File: src/rtl/d2q9mrt_pkg.sv
package d2q9mrt_pkg;

    localparam int DIRECTIONS        = 9;
    localparam int TABLE_DEPTH       = DIRECTIONS * DIRECTIONS;
    localparam int DIR_W             = $clog2(DIRECTIONS);
    localparam int IDX_W             = 7;
    localparam int WORD_W            = 32;
    localparam int FRAC_BITS_DEFAULT = 24;

    // Wide signed width that every saturating operation but the negation is evaluated in.
    localparam int SAT_IN_W = 72;

    // Row of a coefficient index: idx * 57 >> 9 equals idx / 9 for idx below 81.
    localparam int ROW_RECIP = 57;
    localparam int ROW_SHIFT = 9;
    localparam int RECIP_W   = ROW_SHIFT + DIR_W;

    localparam logic KIND_LOAD = 1'b0;
    localparam logic KIND_NODE = 1'b1;

    localparam logic [DIR_W-1:0] LAST_DIR = DIR_W'(DIRECTIONS - 1);

    localparam logic signed [WORD_W-1:0] WORD_MAX = {1'b0, {(WORD_W-1){1'b1}}};
    localparam logic signed [WORD_W-1:0] WORD_MIN = {1'b1, {(WORD_W-1){1'b0}}};
    localparam logic signed [SAT_IN_W-1:0] SAT_MAX =
        {{(SAT_IN_W-WORD_W+1){1'b0}}, {(WORD_W-1){1'b1}}};
    localparam logic signed [SAT_IN_W-1:0] SAT_MIN =
        {{(SAT_IN_W-WORD_W+1){1'b1}}, {(WORD_W-1){1'b0}}};

    typedef struct packed {
        logic                      kind;
        logic [IDX_W-1:0]          coef_index;
        logic signed [WORD_W-1:0]  coef_value;
        logic signed [WORD_W-1:0]  density;
        logic signed [WORD_W-1:0]  vel_x;
        logic signed [WORD_W-1:0]  vel_y;
        logic signed [WORD_W-1:0]  vel_z;
        logic                      last_node;
    } in_item_t;

    typedef struct packed {
        logic [DIR_W-1:0]          direction;
        logic signed [WORD_W-1:0]  dist_value;
        logic                      last_in_node;
        logic                      mesh_end;
    } out_item_t;

    // Steps of the moment sequencer, one multiplication each.
    typedef enum logic [3:0] {
        STEP_UX2,
        STEP_UY2,
        STEP_UZ2,
        STEP_M3,
        STEP_M4,
        STEP_M1,
        STEP_M2,
        STEP_M5,
        STEP_M6,
        STEP_M7,
        STEP_M8
    } mom_step_t;

    typedef struct packed {
        logic             load_we;
        logic             node_load;
        logic             mom_en;
        mom_step_t        mom_step;
        logic             issue;
        logic [DIR_W-1:0] issue_row;
    } dp_cmd_t;

    typedef struct packed {
        logic advance;
        logic pipe_empty;
    } dp_status_t;

    function automatic logic signed [WORD_W-1:0] sat_word(
        input logic signed [SAT_IN_W-1:0] v
    );
        logic signed [WORD_W-1:0] r;
        if (v > SAT_MAX) begin
            r = WORD_MAX;
        end
        else if (v < SAT_MIN) begin
            r = WORD_MIN;
        end
        else begin
            r = v[WORD_W-1:0];
        end
        return r;
    endfunction

    function automatic logic signed [WORD_W-1:0] neg_sat(
        input logic signed [WORD_W-1:0] v
    );
        logic signed [WORD_W-1:0] r;
        if (v == WORD_MIN) begin
            r = WORD_MAX;
        end
        else begin
            r = -v;
        end
        return r;
    endfunction

    function automatic logic [DIR_W-1:0] coef_row(input logic [IDX_W-1:0] idx);
        logic [RECIP_W-1:0] p;
        p = RECIP_W'(idx) * RECIP_W'(ROW_RECIP);
        return p[ROW_SHIFT +: DIR_W];
    endfunction

    function automatic logic [DIR_W-1:0] coef_col(input logic [IDX_W-1:0] idx);
        logic [IDX_W-1:0] c;
        c = idx - IDX_W'(coef_row(idx)) * IDX_W'(DIRECTIONS);
        return c[DIR_W-1:0];
    endfunction

endpackage

File: src/rtl/d2q9mrt_ctrl.sv
module d2q9mrt_ctrl
    import d2q9mrt_pkg::*;
(
    input  logic       clk,
    input  logic       rst_n,
    input  logic       item_valid,
    input  logic       item_kind,
    output logic       item_stall,
    input  dp_status_t status,
    output dp_cmd_t    cmd
);

    typedef enum logic [3:0] {
        ST_IDLE   = 4'b0001,
        ST_MOMENT = 4'b0010,
        ST_ISSUE  = 4'b0100,
        ST_DRAIN  = 4'b1000
    } state_t;

    state_t           state_reg, state_next;
    mom_step_t        step_reg, step_next;
    logic [DIR_W-1:0] row_reg, row_next;
    logic             accept;

    assign item_stall = (state_reg != ST_IDLE);
    assign accept     = item_valid && (state_reg == ST_IDLE);

    assign cmd.load_we   = accept && (item_kind == KIND_LOAD);
    assign cmd.node_load = accept && (item_kind == KIND_NODE);
    assign cmd.mom_en    = (state_reg == ST_MOMENT);
    assign cmd.mom_step  = step_reg;
    assign cmd.issue     = (state_reg == ST_ISSUE);
    assign cmd.issue_row = row_reg;

    always_comb
    begin
        state_next = state_reg;
        step_next  = step_reg;
        row_next   = row_reg;
        unique case (state_reg)
            ST_IDLE:
            begin
                if (cmd.node_load)
                begin
                    state_next = ST_MOMENT;
                    step_next  = STEP_UX2;
                end
            end
            ST_MOMENT:
            begin
                if (step_reg == STEP_M8)
                begin
                    state_next = ST_ISSUE;
                    row_next   = '0;
                end
                else
                begin
                    step_next = mom_step_t'(step_reg + 4'd1);
                end
            end
            ST_ISSUE:
            begin
                // A row leaves only when the lane pipeline moves.
                if (status.advance)
                begin
                    if (row_reg == LAST_DIR)
                    begin
                        state_next = ST_DRAIN;
                    end
                    else
                    begin
                        row_next = row_reg + DIR_W'(1);
                    end
                end
            end
            ST_DRAIN:
            begin
                if (status.pipe_empty)
                begin
                    state_next = ST_IDLE;
                end
            end
            default:
            begin
                state_next = ST_IDLE;
            end
        endcase
    end

    always_ff @(posedge clk or negedge rst_n)
    begin
        if (!rst_n)
        begin
            state_reg <= ST_IDLE;
            step_reg  <= STEP_UX2;
            row_reg   <= '0;
        end
        else
        begin
            state_reg <= state_next;
            step_reg  <= step_next;
            row_reg   <= row_next;
        end
    end

endmodule

File: config.mk
export PLATFORM = sky130hd
export DESIGN_NAME = d2q9mrt_ctrl
export DESIGN_NICKNAME = d
export VERILOG_FILES = /design/src/rtl/d2q9mrt_pkg.sv /design/src/rtl/d2q9mrt_ctrl.sv
export SDC_FILE = /design/constraint.sdc
export NUM_CORES = 1
export LEC_CHECK = 0
export BUFFER_PORTS_ARGS = -buffer_cell sky130_fd_sc_hd__buf_2
export CAP_MARGIN = 20
export CORE_AREA = 2 2 39 41
export CTS_CLUSTER_SIZE = 10
export DETAILED_ROUTE_END_ITERATION = 12
export DIE_AREA = 0 0 41 43
export PLACE_DENSITY = 0.74
export REMOVE_ABC_BUFFERS = 1
export SLEW_MARGIN = 5
export SYNTH_ARGS = -nofsm -noshare
export SYNTH_HDL_FRONTEND = slang
export SYNTH_SLANG_ARGS = --single-unit
File: constraint.sdc
create_clock -name clk -period 3.3 [get_ports clk]
set_input_delay 0.33 -clock clk [delete_from_list [all_inputs] [get_ports clk]]
set_output_delay 0.33 -clock clk [all_outputs]
set_load 0.02 [all_outputs]
======== After elaboration in Yosys (flattened, before gate mapping) ========
Index checks and enable logic that the tools add are counted.
cells by class
  $add $sub $neg .......................... 2
  equal/unequal tests ..................... 14
  muxes and demuxes ....................... 13
  bitwise operators ....................... 1
  reduce and logical (&&, ||, !) cells .... 8
operators by type and width
  kind                 number
  $mux 4               10
  $pmux 4 s2           2
  $pmux 4 s4           1
  $eq 4x4->1 const B   3
  $ne 2x2->1 const B   5
  $add 4x1->4 const B  2
  $reduce_and 5->1     1
  $eq 4x1->1 const B   1
  $eq 4x2->1 const B   1
  $eq 4x3->1 const B   1
  $ne 2x1->1 const B   2
  $ne 4x1->1 const B   1
  $reduce_and 4->1     1
  $reduce_bool 2->1    2
  $logic_and 1x1->1    3
  $reduce_and 3->1     1
  $not 1->1            1
word-level totals
  register bits after elaboration ......... 12
  bits of input ports ..................... 6
  output and inout port bits .............. 13

======== Logic depth before layout (Yosys ltp) ========
  depth after elaboration ................. 5
  depth in mapped cells ................... 5
  gate-level depth less buffers ........... 5

======== Worst setup path after synthesis ========
OpenSTA, ideal clock, no wires.
  path type ............................... reg2out
  start point ............................. register state_reg[0]
  end point ............................... output port cmd[11] (netlist name)
  arrival ................................. 1821 ps
  data required time ...................... 2970 ps
  setup slack ............................. 1149 ps
  stages on the path, launching flop included .. 4
  cell sequence ........................... dfstp_2 or4b_2 buf_2 nor3b_1
RTL lines
  what                    RTL line             source
  from (decl)             d2q9mrt_ctrl.sv:20   state_t state_reg, state_next;
  from (signal assigned)  d2q9mrt_ctrl.sv:100  state_reg <= state_next;
  to (decl)               d2q9mrt_ctrl.sv:10   output dp_cmd_t cmd

==> results.yml <==
floorplanning:
  rows: 14
  start_util_pct: 48.1
  boundaryPins: 19
  dieHeight_um: 43
  die_w_um: 41
  fp.coreArea_um2: 1380
  die_area_um2: 1760
power_and_ir_drop:
  irDropWorstVdd_mv: 0.278
  finalPower_uw: 364
  powerDensity_nw_per_um2: 448
  p_leak_nw: 0.424
route:
  wl_met3_um: 67
  firstDrtPassIters: 4
  routedWlPerCell_um: 13.0
  via_count: 576
  wl_met2_um: 606
  drt_iter0_drc: 5
  vias_per_cell: 5.49
  ant_nets: 0
  maxUsedRoutingLayer: "met4"
  wl_met1_um: 665
  drc: 0
  wirelength_mm: 1.36
critical_path:
  r2r-end: "step_reg[1]"
  reg2reg_depth: 3
  worst_ep_arrival_time_ns: 1.93
  critical_path_class: "reg -> out"
  start_kind: "flop"
  r2r-start: "state_reg[0]"
  rrSetupSlack_ns: 1.54
  worstPathRequired_ns: 2.97
  cp_max_fo: 5
  cp-end-kind: "output pin"
synthesis:
  syn_area_per_cell_um2: 9.79
  synthCells: 68
  yosysTopAreaCellShare_pct: 41.4
  synth.cell_area_um2: 666
  synth-async-reset-ratio_pct: 100
  ys_top_cells_by_area: "dfrtp_1 41%, ha_1 7.5%, o21ai_0 5.3%"
  synth_edf_count: 0
  synthFlopType: "dfrtp_1"
  ys_seq_elements: 12
  yosysSeqAreaShare_pct: 45.3
  ys_warn_count: 0
  yosys.area.top_type: "dfrtp_1"
  yosysMostFrequentCell: "dfrtp_1"
  synthTopCellsByCount: "11 x dfrtp_1, 7 x inv_1, 7 x o21ai_0"
  synth_cell_types: 27
global_route:
  overflow: 0
  antenna_found_initial: 0
  grt_pass1_wl_mm: 2.39
  grt_use_total_pct: 19.8
  grt_max_degree: 13
  first_global_vias: 568
cts:
  clk_pin_slew_worst_paths_ns: 0.08
  cts_resized: 0
  cts-htree-levels: 1
  insertion_delay_ns: 0.28
  cts_max_path_buffers: 2
  cts.sinks: 12
  clock-root-buffer: "clkbuf_4"
  cts_tree: "done"
  cts_setup_buffers: 0
  cts_buffers: 3
hold_path:
  hold_class: "in -> reg"
  worstHoldStart: "status[0]"
  hold_end: "state_reg[3]"
  hold-path-cell-count: 4
placed_design:
  place_ws_ns: 1.38
  dpl.hpwl_mm: 1.00
  gp_congestion: 0.772
  place.port_buffers: 18
  placed_cell_area_um2: 766
finish:
  stdcell_area_um2: 812
  multiInputGateArea_um2: 328
  nFillCells: 132
  area.growth.synth_to_final_pct: 22.0
  nNetsFinal: 100
  diodes: 0
  drive_gt1_share_pct: 27.0
  seq_area_um2: 302
sta:
  finalHoldViolCount: 0
  finalMaxSlewViolations: 0
  rsz0062_at_grt: "no"
  worst_pin_slew_ns: 0.345
  fin_crit_sh_pct: 68.3
  maxSlewHeadroom_pct: 76.9
  setup_viol: 0
  tns_ns: 0
  setup_ws_ns: 1.04
  period_minus_slack_ns: 2.26
  clock.fmax_ghz: 0.443
  finClkSkew_ns: 0.00751
outcome:
  status: "complete, no violations"
run:
  cap_violations: 0
cell families after synthesis:
logic type                 synth area share, %
and+or+nand+nor                           22.9
AOI/OAI and AO/OA                         14.3
DFF                                       45.3
buffers and inverters                     5.45
adders and majority gates                 7.52
muxes                                     4.51
power by group:
group	leakage [nW]	total [mW]	switching (mW)	internal [mW]
logic	0.255	0.0726	0.0454	0.0272
clock network	0.0210	0.118	0.0508	0.0671
registers	0.149	0.173	0.0135	0.160
critical path, stage by stage, from the launching register on:
cell and delay (ns):
dfstp_2 0.56, or4b_2 0.66, nor2_1 0.22, buf_2 0.20
layout make-up:
type,instances,area share [%]
sequential,12,37.1
clock buffer,4,4.47
timing repair buffer,19,12.3
inverter,7,3.24
tap,16,2.47
multi-input combinational,47,40.4
worst max path at each step:
| stage | start | cells after the start | slack (ns) | to |
|---|---|---|---|---|
| floorplan | state_reg[0] | 2 | 1.15 | cmd[11] |
| global placement | state_reg[0] | 3 | 1.40 | cmd[10] |
| detailed placement | state_reg[0] | 3 | 1.38 | cmd[10] |
| CTS | state_reg[0] | 3 | 1.07 | cmd[10] |
| global route | state_reg[0] | 3 | 1.0 | cmd[10] |
| finish | state_reg[0] | 3 | 1.04 | cmd[10] |
per-stage QoR:
| step | utilization, % | std cells | hold slack [ns] |
|---|---|---|---|
| 3_3_place_gp | 55.3 | 100 | 0.221 |
| 5_1_grt | 58.7 | 105 | 0.407 |
| 6_report | 58.7 | 105 | 0.373 |
| 3_5_place_dp | 55.3 | 100 | 0.226 |
| 4_1_cts | 58.7 | 105 | 0.370 |
| 2_1_floorplan | - | 66 | 0.0344 |
cells in the final DEF, fill, tap and decap left out:
cell type	netlist	layout
dfstp_2	1	1
clkbuf_8	0	1
or3_1	3	3
and3_1	1	1
nand2_1	3	3
a31oi_1	1	1
nor3b_1	2	2
or4b_2	1	1
inv_1	7	7
and4b_1	1	1
nor2b_1	1	1
o21ai_0	7	7
o22ai_1	2	2
dlygate4sd3_1	0	1
nand3_1	3	3
clkbuf_4	0	3
nor3_1	1	1
a2bb2oi_1	1	1
o32ai_1	1	1
o2bb2ai_1	1	1
ha_1	4	4
mux2i_1	3	3
dfrtp_1	11	11
nand3b_1	2	2
nor2_1	2	2
a21oi_1	3	3
or4b_1	2	2
nand4_1	2	2
buf_2	1	18
layer usage:
layer | global-route usage (%) | up-vias
li1 | - | 294
met1 | 27.5 | 262
met2 | 27.8 | 16
met3 | 4.71 | 4
met4 | 10.0 | 0
met5 | 0 | -
repair_timing:
action / 4_1_cts / 5_1_grt
endpoints found under the setup margin: 0 / 0
hold endpoints to repair: 11 / 0
hold buffers: 1 / 0
(Power assumes the default switching activity.)
